### src/gfau_pkg.sv
// ----------------------------------------------------------------------------
// gfau_pkg
// Shared types and constants of the GF(256) arithmetic unit.
// ----------------------------------------------------------------------------
`default_nettype none

package gfau_pkg;

	// table geometry
	localparam int TABLE_DEPTH = 256;
	localparam int ELEM_W      = 8;
	localparam int IDX_W       = 9;
	localparam int POLY_W      = 9;

	// field polynomial after reset (x^8 + x^4 + x^3 + x^2 + 1)
	localparam logic [POLY_W-1:0] POLY_RESET = 9'h11D;

	// last exponent of the build, it has no log entry
	localparam logic [ELEM_W-1:0] LAST_EXP = 8'hFF;
	// group order of the field
	localparam logic [IDX_W-1:0]  GROUP_ORDER = 9'd255;
	// build index once the tables are complete
	localparam logic [IDX_W-1:0]  BUILD_DONE = 9'd256;

	// operation codes
	localparam logic [1:0] CMD_ADD   = 2'd0;
	localparam logic [1:0] CMD_MUL   = 2'd1;
	localparam logic [1:0] CMD_INV   = 2'd2;
	localparam logic [1:0] CMD_ALPHA = 2'd3;

	// register index decoded from paddr
	localparam logic REG_FIELD_POLY = 1'b0;

	// request item
	typedef struct packed {
		logic [1:0]        command;
		logic [ELEM_W-1:0] operand_a;
		logic [ELEM_W-1:0] operand_b;
	} req_item_t;

	// response item
	typedef struct packed {
		logic [ELEM_W-1:0] field_result;
		logic              zero_inverse_error;
	} rsp_item_t;

	// table write bundle from the builder
	typedef struct packed {
		logic              pw_en;
		logic [ELEM_W-1:0] pw_addr;
		logic [ELEM_W-1:0] pw_data;
		logic              lw_en;
		logic [ELEM_W-1:0] lw_addr;
		logic [ELEM_W-1:0] lw_data;
	} bld_wr_t;

	// builder status
	typedef struct packed {
		logic             busy;
		logic [IDX_W-1:0] index;
	} bld_stat_t;

endpackage

`default_nettype wire

### src/gfau_builder.sv
// ----------------------------------------------------------------------------
// gfau_builder
// Table build sequencer: one power entry per step, one log entry per step
// but the last, and valid bits that make unreached log entries read as zero.
// ----------------------------------------------------------------------------
`default_nettype none

module gfau_builder import gfau_pkg::*; (
	input  wire logic                   clk,
	input  wire logic                   arst_n,
	input  wire logic                   restart,
	input  wire logic [POLY_W-1:0]      poly,
	input  wire logic                   step,
	output bld_wr_t                     wr,
	output bld_stat_t                   stat,
	output logic      [TABLE_DEPTH-1:0] lval
);

	logic [IDX_W-1:0]       index_q;
	logic [ELEM_W-1:0]      elem_q;
	logic [TABLE_DEPTH-1:0] lval_q;
	logic                   busy;
	logic                   do_step;
	logic [ELEM_W-1:0]      idx;
	logic [ELEM_W-1:0]      elem_next;

	assign busy    = ~index_q[IDX_W-1];
	assign do_step = step & busy;
	assign idx     = index_q[ELEM_W-1:0];

	// alpha times the running element, reduced by the polynomial
	assign elem_next = {elem_q[ELEM_W-2:0], 1'b0} ^ (elem_q[ELEM_W-1] ? poly[ELEM_W-1:0] : '0);

	// table writes for this step
	always_comb begin
		wr.pw_en   = do_step;
		wr.pw_addr = idx;
		wr.pw_data = elem_q;
		wr.lw_en   = do_step & (idx != LAST_EXP);
		wr.lw_addr = elem_q;
		wr.lw_data = idx;
	end

	// sequencer state
	always_ff @(posedge clk or negedge arst_n) begin
		if (!arst_n) begin
			index_q <= '0;
			elem_q  <= 8'd1;
			lval_q  <= '0;
		end else if (restart) begin
			index_q <= '0;
			elem_q  <= 8'd1;
			lval_q  <= '0;
		end else if (do_step) begin
			index_q <= index_q + 9'd1;
			elem_q  <= elem_next;
			if (idx != LAST_EXP) begin
				lval_q[elem_q] <= 1'b1;
			end
		end
	end

	assign stat.busy  = busy;
	assign stat.index = index_q;
	assign lval       = lval_q;

endmodule

`default_nettype wire

### config.mk
export PLATFORM = sky130hd
export DESIGN_NAME = gfau_builder
export DESIGN_NICKNAME = d
export VERILOG_FILES = /design/src/gfau_pkg.sv /design/src/gfau_builder.sv
export SDC_FILE = /design/constraint.sdc
export NUM_CORES = 1
export LEC_CHECK = 0
export ABC_AREA = 1
export ABC_CLOCK_PERIOD_IN_PS = 1800
export BUFFER_PORTS_ARGS = -buffer_cell sky130_fd_sc_hd__buf_2
export CAP_MARGIN = 20
export CORE_MARGIN = 4
export CORE_UTILIZATION = 45
export CTS_CLUSTER_DIAMETER = 100
export CTS_CLUSTER_SIZE = 28
export DETAILED_ROUTE_END_ITERATION = 6
export PLACE_DENSITY = 0.74
export SLEW_MARGIN = 20
export SYNTH_ARGS = -nofsm -noshare
export SYNTH_HDL_FRONTEND = slang
export SYNTH_SLANG_ARGS = --single-unit
### constraint.sdc
create_clock -name clk -period 1.8 [get_ports clk]
set_input_delay 0.09 -clock clk [delete_from_list [all_inputs] [get_ports clk]]
set_output_delay 0.09 -clock clk [all_outputs]
set_load 0.1 [all_outputs]
==> reports/summary.log, run 1 <==
qor: logic_synthesis.synth.cell_area 15000 µm²
qor: sta.period_needed 1.84 ns
qor: final_layout.layout-drive-gt1-share 0.215
qor: logic_synthesis.synthesis.yosys.warnings 0
qor: final_layout.finalNonFillerCells 2844
qor: power.seq_power_share 0.549
qor: floorplanning.placement_rows 66
qor: sta.final-max-slew-violation-count 0
qor: power.p_int 8.07 mW
qor: global_route.grt_pass1_vias 13.6k
qor: sta.worst-slew-pin-transition 0.667 ns
qor: cts.ctsLongestPathBuffers 3
qor: sta.finalClockSkew 0.0209 ns
qor: global_route.grt_max_degree 71
qor: logic_synthesis.synth_compound_gate_area_share 0.00707
qor: logic_synthesis.net_count_after_synthesis 2130
qor: floorplanning.die_h 191 µm
qor: route.postRouteAntennaNets 0
qor: global_route.grt.overflow.total 0
qor: power.worst_ir_drop_vdd 0.595 mV
qor: sta.setup_slack -0.0382 ns
qor: sta.timing.final.hold_violations 0
qor: logic_synthesis.synth_top_flop_cell sky130_fd_sc_hd__dfrtp_1
qor: route.wl_per_cell 17.1 µm
qor: cts.cts_max_level 1
qor: logic_synthesis.synthCells 2116
qor: sta.max_clock_freq 0.544 GHz
qor: power.power.clock.fraction 0.333
qor: power.p_switching 3.18 mW
qor: sta.setup_viol_count_final 1
qor: logic_synthesis.synthXorXnorAreaFrac 0.00408
qor: cts.clk_transition_reported_paths 0.11 ns
qor: cts.clock_sink_count 273
qor: sta.holdWs 0.105 ns
qor: run_status.violations setup timing
qor: floorplanning.initial_core_util 0.459
qor: sta.slew_headroom 0.554
qor: worst_setup_path.timing.critical_path.to_type output pin
qor: route.drtPass1Iterations 6
qor: final_layout.core_util_final 0.558
qor: final_layout.final_net_count 2409
qor: sta.finalCritPeriodShare 1.02
qor: route.first_iter_violations 1434
qor: floorplanning.core_area 32800 µm²
qor: cts.cts_root_cell sky130_fd_sc_hd__clkbuf_16
qor: logic_synthesis.synth-edff-count 0
qor: logic_synthesis.ys_async_sr_fraction 1.00
qor: floorplanning.die_w 191 µm
qor: cts.clkLatencyLatePin 0.51 ns
qor: worst_setup_path.crit_type flop to output pin
qor: logic_synthesis.synth_adder_area_share 0.000832
qor: logic_synthesis.synthesized_area_per_cell 7.11 µm²
qor: floorplanning.total_die_area 36400 µm²
qor: run_status.outcome finished, violations left
qor: job.timing.max_cap.violations 0
qor: sta.grt_setup_unrepaired yes
qor: cts.tritoncts.num_buffers 14
qor: logic_synthesis.yosysSeqAreaShare 0.454
qor: power.leakagePower 11.0 nW
qor: hold_path.type_of_the_most_critical_hold_path primary input to async pin
qor: place.placed_cells_incl_taps 2790
qor: floorplanning.io_pins 313
qor: final_layout.syn_to_final_growth 21.6%
qor: global_route.grt_antenna_before_repair 1
qor: route.detail_route.vias_per_cell 5.20
qor: power.power_density 615 nW/µm²
qor: worst_setup_path.startpoint_type flop
qor: route.routed-via-count 14.8k
qor: global_route.gr-usage-all-layers 0.257
qor: route.detail_route.drc_violations 0
qor: power.comb_power_share 0.119
qor: place.postPlaceCellArea 17400 µm²
qor: logic_synthesis.synth.area.mux_share 0
qor: place.numPortBuffers 311
qor: logic_synthesis.synth-seq-cells 273
qor: worst_setup_path.critical_path_required 1.71 ns
qor: global_route.grt_pass1_wl 75400 µm
qor: logic_synthesis.post_synthesis_simple_gate_area_fraction 0.403
qor: final_layout.final_cell_area 18300 µm²
qor: worst_setup_path.cp_max_fo 3
qor: cts.tritoncts done
qor: logic_synthesis.combinational_family_with_the_most_area_after_synthesis simple AND/OR/NAND/NOR gates
qor: place.gp_congestion 0.856
qor: place.dp_hpwl 32800 µm
qor: worst_setup_path.worstPathArrival 1.75 ns
qor: logic_synthesis.ys_types 25
qor: power.power_switching_share 0.283
qor: route.totalWireLength 48600 µm
metrics by stage:
step	setup TNS, ns	setup WS (ns)	power (mW)
finish	-0.0382	-0.0382	11.3
global route	-0.164	-0.0965	11.6
CTS	-0.159	-0.0598	11.3
detailed placement	0	0.0260	7.55
global placement	0	0.0642	7.54
floorplan	0	0.00391	7.04
cell type report:
class / instances / area (µm²)
clock inverters: 5 / 43.8
multi-input cells: 1395 / 6280
well taps: 442 / 553
fillers: 3035 / 14500
diodes: 1 / 2.50
clock buffers: 17 / 383
inverters: 276 / 1050
repair buffers: 435 / 3110
flip-flops and latches: 273 / 6860
final timing paths:
| path | startpoint | to | slack, ns | cells after the start |
|---|---|---|---|---|
| max | index_q[0] | wr[16] | -0.04 | 6 |
| min reg2reg | lval[161] | lval[161] | 0.54 | 2 |
| min in group clk | step | index_q[2] | 0.13 | 5 |
| min | arst_n | lval[13] | 0.11 | 2 |
| max in group asynchronous | arst_n | lval[233] | 0.94 | 3 |
| max reg2reg | index_q[0] | lval[5] | 0.06 | 9 |
state kept, by name (all words and copies together), names as in the netlist:
name	cells
index_q	9
lval	256
elem_q	8
layout by cell type (no fill, tap or decap), types with 2 or more instances in the layout:
| cell | count |
|---|---|
| sky130_fd_sc_hd__nand2_2 | 9 |
| sky130_fd_sc_hd__nand2_4 | 4 |
| sky130_fd_sc_hd__inv_6 | 2 |
| sky130_fd_sc_hd__nand2_1 | 794 |
| sky130_fd_sc_hd__buf_2 | 306 |
| sky130_fd_sc_hd__clkbuf_16 | 15 |
| sky130_fd_sc_hd__nor2_1 | 10 |
| sky130_fd_sc_hd__o22ai_1 | 7 |
| sky130_fd_sc_hd__dfrtp_1 | 256 |
| sky130_fd_sc_hd__nor2_4 | 31 |
| sky130_fd_sc_hd__inv_1 | 268 |
| sky130_fd_sc_hd__dlygate4sd3_1 | 11 |
| sky130_fd_sc_hd__buf_6 | 4 |
| sky130_fd_sc_hd__xor2_1 | 7 |
| sky130_fd_sc_hd__nor2_2 | 3 |
| sky130_fd_sc_hd__nand3_1 | 516 |
| sky130_fd_sc_hd__a21oi_1 | 6 |
| sky130_fd_sc_hd__clkbuf_1 | 2 |
| sky130_fd_sc_hd__inv_2 | 5 |
| sky130_fd_sc_hd__buf_12 | 45 |
| sky130_fd_sc_hd__dfrtp_4 | 2 |
| sky130_fd_sc_hd__o21ai_0 | 3 |
| sky130_fd_sc_hd__clkinv_2 | 2 |
| sky130_fd_sc_hd__dfrtp_2 | 14 |
| sky130_fd_sc_hd__buf_4 | 68 |
cell families (layout without fill, tap and decap cells):
kind of cell / after synthesis / count (layout)
flops: 273 / 273
fa+ha+maj: 1 / 1
other cells: 0 / 1
compound gates: 18 / 18
xor+xnor: 7 / 7
buf+inv: 448 / 733
simple gates: 1369 / 1369
synth_stat cells (2+ instances only):
cell type / n / share of area
sky130_fd_sc_hd__a21oi_1: 6 / 0.0020
sky130_fd_sc_hd__buf_1: 9 / 0.0022
sky130_fd_sc_hd__buf_2: 70 / 0.023
sky130_fd_sc_hd__buf_4: 53 / 0.026
sky130_fd_sc_hd__clkbuf_1: 40 / 0.010
sky130_fd_sc_hd__clkinv_1: 2 / 0.00050
sky130_fd_sc_hd__dfrtp_1: 272 / 0.45
sky130_fd_sc_hd__inv_1: 269 / 0.067
sky130_fd_sc_hd__inv_2: 5 / 0.0012
sky130_fd_sc_hd__nand2_1: 795 / 0.20
sky130_fd_sc_hd__nand2_2: 9 / 0.0037
sky130_fd_sc_hd__nand2_4: 3 / 0.0022
sky130_fd_sc_hd__nand3_1: 516 / 0.17
sky130_fd_sc_hd__nor2_1: 11 / 0.0027
sky130_fd_sc_hd__nor2_2: 4 / 0.0017
sky130_fd_sc_hd__nor2_4: 29 / 0.022
sky130_fd_sc_hd__o21ai_0: 3 / 0.0010
sky130_fd_sc_hd__o22ai_1: 7 / 0.0029
sky130_fd_sc_hd__xor2_1: 7 / 0.0041
per-layer routing:
| metal | GRT usage | up-vias | wire, µm |
|---|---|---|---|
| met5 | 0 | - | 0 |
| met1 | 0.349 | 7022 | 19700 |
| met4 | 0.0892 | 0 | 1840 |
| met3 | 0.0575 | 93 | 4580 |
| li1 | - | 7065 | - |
| met2 | 0.409 | 604 | 22500 |
critical path, cell delays in order, from the launching register on:
cell                      delay [ns]
sky130_fd_sc_hd__dfrtp_4        0.51
sky130_fd_sc_hd__ha_4           0.17
sky130_fd_sc_hd__inv_4          0.06
sky130_fd_sc_hd__nor2_4         0.05
sky130_fd_sc_hd__a21oi_4        0.16
sky130_fd_sc_hd__buf_12         0.14
sky130_fd_sc_hd__buf_12         0.16
timing repair:
item | in CTS | in global routing
pin swaps | 1 | 12
hold buffers | 11 | 0
setup buffers | 3 | 17
endpoints found under the hold margin | 271 | 0
gates resized for setup | 8 | 6
endpoints found under the setup margin | 5 | 189
power by group through the flow:
stage               sequential, mW  clock (mW)  combinational [mW]
finish                        6.17        3.74                1.33
global route                  6.18        4.04                1.41
CTS                           6.17        3.84                1.29
detailed placement            6.29           0                1.26
global placement              6.29           0                1.25
floorplan                     6.42           0               0.621
Power figures use the tool's default switching activity.
==> run 2: changes to the inputs <==
--- a/config.mk
+++ b/config.mk
@@ -8,13 +8,13 @@
 export ABC_AREA = 1
 export ABC_CLOCK_PERIOD_IN_PS = 1800
 export BUFFER_PORTS_ARGS = -buffer_cell sky130_fd_sc_hd__buf_2
-export CAP_MARGIN = 20
 export CORE_MARGIN = 4
-export CORE_UTILIZATION = 45
+export CORE_UTILIZATION = 57
+export CTS_BUF_LIST = sky130_fd_sc_hd__clkbuf_4 sky130_fd_sc_hd__clkbuf_8
 export CTS_CLUSTER_DIAMETER = 100
 export CTS_CLUSTER_SIZE = 28
 export DETAILED_ROUTE_END_ITERATION = 6
-export PLACE_DENSITY = 0.74
+export PLACE_DENSITY = 0.89
 export SLEW_MARGIN = 20
 export SYNTH_ARGS = -nofsm -noshare
 export SYNTH_HDL_FRONTEND = slang
==> reports/summary.log, run 2 (synthesized netlist as in run 1, its figures left out) <==
qor: worst_setup_path.critPathSlowestCell sky130_fd_sc_hd__dfrtp_4
qor: place.dp_hpwl 32400 µm
qor: sta.finalClockSkew 0.0391 ns
qor: worst_setup_path.critPathTopFamily flip-flops
qor: cts.tritoncts done
qor: sta.max_clock_freq 0.516 GHz
qor: route.drtPass1Iterations 6
qor: final_layout.antenna-diode-count 0
qor: place.place_ws -0.116 ns
qor: place.postPlaceCellArea 17300 µm²
qor: worst_setup_path.max_stage_delay 0.52 ns
qor: power.comb_power_share 0.136
qor: cts.clkLatencyLatePin 0.57 ns
qor: worst_setup_path.cp_cell_sequence ha_4, inv_4, nor2_4, a21oi_4, buf_12, buf_12
qor: final_layout.multi_input_comb_area 6290 µm²
qor: sta.slew_headroom 0.524
qor: route.postRouteAntennaNets 0
qor: power.power_density 570 nW/µm²
qor: worst_setup_path.cp_max_fo 3
qor: final_layout.largest_register_ff_count 256
qor: route.routed-via-count 15.6k
qor: sta.period_needed 1.94 ns
qor: cts.cts_max_level 1
qor: cts.tritoncts.num_buffers 13
qor: final_layout.filler_cell_count 1987
qor: floorplanning.initial_core_util 0.579
qor: global_route.grt_max_degree 77
qor: final_layout.layout_commonest_cell sky130_fd_sc_hd__nand2_1
qor: cts.clock_sink_count 273
qor: global_route.grt_pass1_vias 14.6k
qor: power.seq_power_share 0.600
qor: worst_setup_path.timing.critical_path.buf_inv 3
qor: sta.worst-slew-pin-transition 0.712 ns
qor: worst_setup_path.regToRegEndpoint lval[165]
qor: floorplanning.core_area 26000 µm²
qor: run_status.outcome finished, violations left
qor: sta.setup_total_negative_slack -7.11 ns
qor: global_route.grt_antenna_before_repair 0
qor: worst_setup_path.critical_path.endpoint wr[16]
qor: floorplanning.die_w 170 µm
qor: worst_setup_path.reg2reg_from index_q[1]
qor: worst_setup_path.critical_path_required 1.71 ns
qor: power.worst_ir_drop_vdd 0.565 mV
qor: run_status.violations setup timing
qor: sta.final-max-slew-violation-count 0
qor: place.numPortBuffers 311
qor: floorplanning.placement_rows 59
qor: global_route.gr-usage-all-layers 0.333
qor: sta.setup_slack -0.137 ns
qor: final_layout.layout-drive-gt1-share 0.215
qor: sta.grt_setup_unrepaired yes
qor: route.detail_route.vias_per_cell 5.72
qor: job.timing.max_cap.violations 0
qor: route.totalWireLength 50400 µm
qor: route.detail_route.drc_violations 0
qor: worst_setup_path.crit_type flop to output pin
qor: floorplanning.io_pins 313
qor: global_route.grt.overflow.total 0
qor: cts.ctsLongestPathBuffers 3
qor: cts.clk_transition_reported_paths 0.18 ns
qor: floorplanning.die_h 170 µm
qor: worst_setup_path.cp.depth 6
qor: worst_setup_path.ff2ff_setup_slack -0.10 ns
qor: floorplanning.total_die_area 29100 µm²
qor: final_layout.final_cell_area 18100 µm²
qor: final_layout.sequential_cell_area 6860 µm²
qor: hold_path.type_of_the_most_critical_hold_path primary input to flop
qor: route.first_iter_violations 1988
qor: final_layout.core_util_final 0.695
qor: final_layout.final_net_count 2404
qor: sta.setup_viol_count_final 120
qor: power.leakagePower 10.9 nW
qor: sta.timing.final.hold_violations 0
qor: worst_setup_path.critPathMostFrequentCell sky130_fd_sc_hd__buf_12
qor: worst_setup_path.worst_setup_path_startpoint index_q[1]
qor: global_route.grt_pass1_wl 77900 µm
qor: sta.finalCritPeriodShare 1.08
qor: route.wl_per_cell 18.5 µm
qor: power.report.power.total 10.3 mW
qor: worst_setup_path.worstPathArrival 1.85 ns
qor: worst_setup_path.ff2ff_path_depth 9
qor: power.power_switching_share 0.292
qor: power.p_int 7.29 mW
qor: power.p_switching 3.01 mW
qor: final_layout.commonest_non_fill_non_tap_cells_in_the_layout 792 x sky130_fd_sc_hd__nand2_1, 516 x sky130_fd_sc_hd__nand3_1, 306 x sky130_fd_sc_hd__buf_2
qor: worst_setup_path.startpoint_type flop
qor: worst_setup_path.timing.critical_path.to_type output pin
qor: final_layout.syn_to_final_growth 20.1%
qor: power.power.clock.fraction 0.264
qor: cts.cts_root_cell sky130_fd_sc_hd__clkbuf_8
qor: place.gp_congestion 0.846
## run 2: layout make-up
cell class	count	share of cell area
flip-flops and latches	273	0.380
clock inverters	1	0.000415
inverters	276	0.0579
well taps	335	0.0232
clock buffers	17	0.0116
repair buffers	431	0.179
multi-input cells	1395	0.348
## run 2: power by group through the flow
stage | Sequential, mW | Combinational [mW] | Clock [mW]
floorplan | 6.42 | 0.621 | 0
global placement | 6.28 | 1.25 | 0
detailed placement | 6.29 | 1.27 | 0
CTS | 6.17 | 1.32 | 2.73
global route | 6.18 | 1.47 | 2.94
finish | 6.18 | 1.40 | 2.72
## run 2: worst min path at each step
stage | start | to | slack [ns] | cells past startpoint
finish | step | index_q[2] | 0.0005 | 5
global route | step | index_q[2] | 0.01 | 5
CTS | step | index_q[2] | 0.05 | 5
detailed placement | arst_n | lval[29] | 0.08 | 1
global placement | arst_n | index_q[1] | 0.08 | 1
floorplan | arst_n | elem_q[1] | -0.21 | 0
## run 2: worst reg2reg max path, stage by stage, from the launching register on
cell and delay [ns]:
sky130_fd_sc_hd__dfrtp_4 0.52, sky130_fd_sc_hd__ha_4 0.17, sky130_fd_sc_hd__inv_4 0.06, sky130_fd_sc_hd__nor2_4 0.04, sky130_fd_sc_hd__a21oi_4 0.17, sky130_fd_sc_hd__buf_12 0.14, sky130_fd_sc_hd__buf_4 0.30, sky130_fd_sc_hd__buf_12 0.23
sky130_fd_sc_hd__nand3_1 0.11, sky130_fd_sc_hd__nand2_1 0.07
## run 2: timing repair
action                                  in CTS  in global routing
endpoints found under the hold margin      284                  0
cloned                                       0                  4
endpoints found under the setup margin      49                175
hold buffers                                11                  0
gates resized for setup                     14                 10
pin swaps                                    7                  2
setup buffers                                9                 11
## run 2: metal layers
metal,global-route usage,routed length (µm),share of wire,up-vias
met5,0,0,0,-
met4,0.170,3220,0.064,0
met3,0.0706,6010,0.12,238
met2,0.523,22800,0.45,1001
met1,0.438,18400,0.36,7322
li1,-,-,-,7045
## run 2: metrics by stage
stage,hold slack (ns),instances
2_1_floorplan,-0.206,2116
6_report,0.000522,2728
4_1_cts,0.0451,2713
3_3_place_gp,0.0785,2675
5_1_grt,0.0120,2728
3_5_place_dp,0.0772,2675
==> run 3: changes to the inputs <==
--- a/config.mk
+++ b/config.mk
@@ -5,16 +5,17 @@
 export SDC_FILE = /design/constraint.sdc
 export NUM_CORES = 1
 export LEC_CHECK = 0
-export ABC_AREA = 1
 export ABC_CLOCK_PERIOD_IN_PS = 1800
 export BUFFER_PORTS_ARGS = -buffer_cell sky130_fd_sc_hd__buf_2
+export CELL_PAD_IN_SITES_DETAIL_PLACEMENT = 2
+export CELL_PAD_IN_SITES_GLOBAL_PLACEMENT = 2
 export CORE_MARGIN = 4
-export CORE_UTILIZATION = 57
+export CORE_UTILIZATION = 33
 export CTS_BUF_LIST = sky130_fd_sc_hd__clkbuf_4 sky130_fd_sc_hd__clkbuf_8
 export CTS_CLUSTER_DIAMETER = 100
 export CTS_CLUSTER_SIZE = 28
 export DETAILED_ROUTE_END_ITERATION = 6
-export PLACE_DENSITY = 0.89
+export PLACE_DENSITY = 0.88
 export SLEW_MARGIN = 20
 export SYNTH_ARGS = -nofsm -noshare
 export SYNTH_HDL_FRONTEND = slang
==> reports/summary.log, run 3 <==
qor: floorplanning.placement_rows 65
qor: sta.max_clock_freq 0.571 GHz
qor: route.postRouteAntennaNets 0
qor: floorplanning.initial_core_util 0.336
qor: power.worst_ir_drop_vdd 0.431 mV
qor: logic_synthesis.ys_types 35
qor: logic_synthesis.net_count_after_synthesis 1023
qor: cts.clk_transition_reported_paths 0.16 ns
qor: global_route.grt_pass1_vias 10.3k
qor: power.leakagePower 6.54 nW
qor: logic_synthesis.netlist.area_leader.share 0.639
qor: logic_synthesis.synth_top_flop_cell sky130_fd_sc_hd__dfrtp_1
qor: place.numPortBuffers 311
qor: final_layout.layout_commonest_cell sky130_fd_sc_hd__buf_2
qor: place.gp_congestion 0.796
qor: place.dp_hpwl 29700 µm
qor: global_route.gr-usage-all-layers 0.233
qor: job.timing.max_cap.violations 0
qor: route.detail_route.drc_violations 0
qor: route.first_iter_violations 461
qor: sta.finalClockSkew 0.0317 ns
qor: route.detail_route.vias_per_cell 5.21
qor: logic_synthesis.yosysSeqAreaShare 0.641
qor: worst_setup_path.timing.critical_path.to_type output pin
qor: logic_synthesis.synth.cell_area 10700 µm²
qor: final_layout.filler_cell_count 3423
qor: logic_synthesis.synth_largest_area_cell sky130_fd_sc_hd__dfrtp_1
qor: worst_setup_path.startpoint_type flop
qor: sta.holdWs 0.119 ns
qor: cts.cts_root_cell sky130_fd_sc_hd__clkbuf_8
qor: sta.finalCritPeriodShare 0.972
qor: floorplanning.die_h 188 µm
qor: cts.clock_sink_count 273
qor: sta.final-max-slew-violation-count 0
qor: worst_setup_path.crit_type flop to output pin
qor: sta.period_needed 1.75 ns
qor: final_layout.largest_register_ff_count 256
qor: worst_setup_path.cp_max_fo 3
qor: floorplanning.total_die_area 35200 µm²
qor: final_layout.final_net_count 1330
qor: worst_setup_path.worstPathArrival 1.66 ns
qor: logic_synthesis.yosys.cell_count.top_type sky130_fd_sc_hd__dfrtp_1
qor: sta.grt_setup_unrepaired yes
qor: global_route.grt_max_degree 173
qor: final_layout.core_util_final 0.424
qor: sta.worst-slew-pin-transition 0.874 ns
qor: cts.ctsLongestPathBuffers 3
qor: logic_synthesis.synthCells 1009
qor: worst_setup_path.critical_path_required 1.71 ns
qor: route.routed-via-count 8979
qor: global_route.grt.overflow.total 0
qor: cts.tritoncts.num_buffers 14
qor: route.totalWireLength 42500 µm
qor: route.drtPass1Iterations 4
qor: sta.setup_viol_count_final 0
qor: floorplanning.io_pins 313
qor: logic_synthesis.synth_top_cells_by_count 272 x sky130_fd_sc_hd__dfrtp_1, 259 x sky130_fd_sc_hd__inv_1, 256 x sky130_fd_sc_hd__o22ai_1, 60 x sky130_fd_sc_hd__clkbuf_1, 26 x sky130_fd_sc_hd__buf_4
qor: cts.tritoncts done
qor: final_layout.syn_to_final_growth 26.3%
qor: cts.cts_max_level 1
qor: floorplanning.core_area 31700 µm²
qor: power.power_density 759 nW/µm²
qor: logic_synthesis.synthTopCellsByArea sky130_fd_sc_hd__dfrtp_1 64%, sky130_fd_sc_hd__o22ai_1 15%, sky130_fd_sc_hd__inv_1 9.1%
qor: floorplanning.die_w 188 µm
qor: logic_synthesis.synth-seq-cells 273
qor: global_route.grt_pass1_wl 64400 µm
qor: logic_synthesis.synthesized_area_per_cell 10.6 µm²
qor: logic_synthesis.synth-edff-count 0
qor: route.wl_per_cell 24.7 µm
qor: sta.slew_headroom 0.417
qor: cts.clkLatencyLatePin 0.57 ns
qor: run_status.outcome finished, final reports clean
qor: final_layout.layout-drive-gt1-share 0.324
qor: logic_synthesis.synthesis.yosys.warnings 0
qor: hold_path.type_of_the_most_critical_hold_path primary input to async pin
qor: global_route.grt_antenna_before_repair 1
qor: sta.timing.final.hold_violations 0
qor: final_layout.commonest_non_fill_non_tap_cells_in_the_layout 303 x sky130_fd_sc_hd__buf_2, 259 x sky130_fd_sc_hd__inv_1, 256 x sky130_fd_sc_hd__o22ai_1, 256 x sky130_fd_sc_hd__dfrtp_1, 57 x sky130_fd_sc_hd__buf_4
qor: logic_synthesis.ys_async_sr_fraction 1.00
qor: final_layout.final_cell_area 13500 µm²
qor: place.postPlaceCellArea 12900 µm²
run 3: cell types whose count changed in the layout (fill, tap and decap cells not counted), moves of 8 or more:
cell and change:
sky130_fd_sc_hd__o22ai_1 +249, sky130_fd_sc_hd__nor2_4 -31, sky130_fd_sc_hd__nand2_1 -780, sky130_fd_sc_hd__o211ai_1 +14
sky130_fd_sc_hd__nand3_1 -505, sky130_fd_sc_hd__nand2_2 -11, sky130_fd_sc_hd__dfrtp_4 +8, sky130_fd_sc_hd__inv_1 -8
sky130_fd_sc_hd__dfrtp_2 -8, sky130_fd_sc_hd__buf_12 -31
run 3: timing repair:
item | in CTS | in global routing
hold endpoints to repair | 285 | 0
gates cloned | 1 | 0
setup buffers | 9 | 1
setup endpoints to repair | 6 | 3
resized for setup | 11 | 3
pin swaps | 1 | 0
hold buffers | 13 | 0
run 3: stage by stage:
step | TNS, ns | setup slack, ns | power (mW) | instances
global placement | 0 | 0.170 | 7.40 | 1678
finish | 0 | 0.0498 | 10.2 | 1722
detailed placement | 0 | 0.0813 | 7.43 | 1678
global route | -0.0150 | -0.0150 | 10.7 | 1722
floorplan | -12.52 | -0.148 | 7.06 | 1009
CTS | 0 | 0.0107 | 10.3 | 1720
run 3: worst paths after layout:
check | start | endpoint | slack, ns | cells after the start
worst min-delay path | arst_n | lval[119] | 0.12 | 3
worst min register to register | lval[245] | lval[245] | 0.54 | 2
worst max register to register | elem_q[3] | lval[162] | 0.09 | 4
max in group asynchronous | arst_n | lval[154] | 0.49 | 3
worst max-delay path | index_q[1] | wr[16] | 0.05 | 5
min in group clk | poly[7] | elem_q[7] | 0.38 | 5
run 3: report_power, final:
part	leakage, nW	switching, mW	internal (mW)	total (mW)
clock network	0.131	2.02	0.841	2.86
registers	3.78	0.0719	6.18	6.25
logic	2.63	0.885	0.220	1.11
total	6.54	2.98	7.24	10.2
run 3: layout make-up:
class	instances	area, µm²	area share
flip-flops and latches	273	6880	0.512
repair buffers	394	2440	0.182
multi-input cells	373	2390	0.178
inverters	260	977	0.0726
well taps	402	503	0.0374
clock buffers	16	214	0.0159
clock inverters	3	41.3	0.00307
diodes	1	2.50	0.000186
run 3: critical path, stage by stage, from the launching register on:
cell                      delay, ns
sky130_fd_sc_hd__dfrtp_4       0.52
sky130_fd_sc_hd__ha_4          0.18
sky130_fd_sc_hd__nand3_4       0.09
sky130_fd_sc_hd__nor2_2        0.05
sky130_fd_sc_hd__nor2_4        0.10
sky130_fd_sc_hd__buf_12        0.18
run 3: logic make-up after synthesis:
kind of cell,Yosys count,synth area share
buffers and inverters,363,0.139
AOI/OAI and AO/OA,293,0.174
DFF,273,0.641
and+or+nand+nor,71,0.0378
xor gates and xnor gates,8,0.00658
adders and majority gates,1,0.00117
run 3: metal layers:
metal	vias to the layer above	wire [µm]	GRT usage
li1	3946	-	-
met1	4689	17000	0.281
met2	265	21900	0.416
met3	79	1820	0.0356
met4	0	1800	0.0935
met5	-	0	0
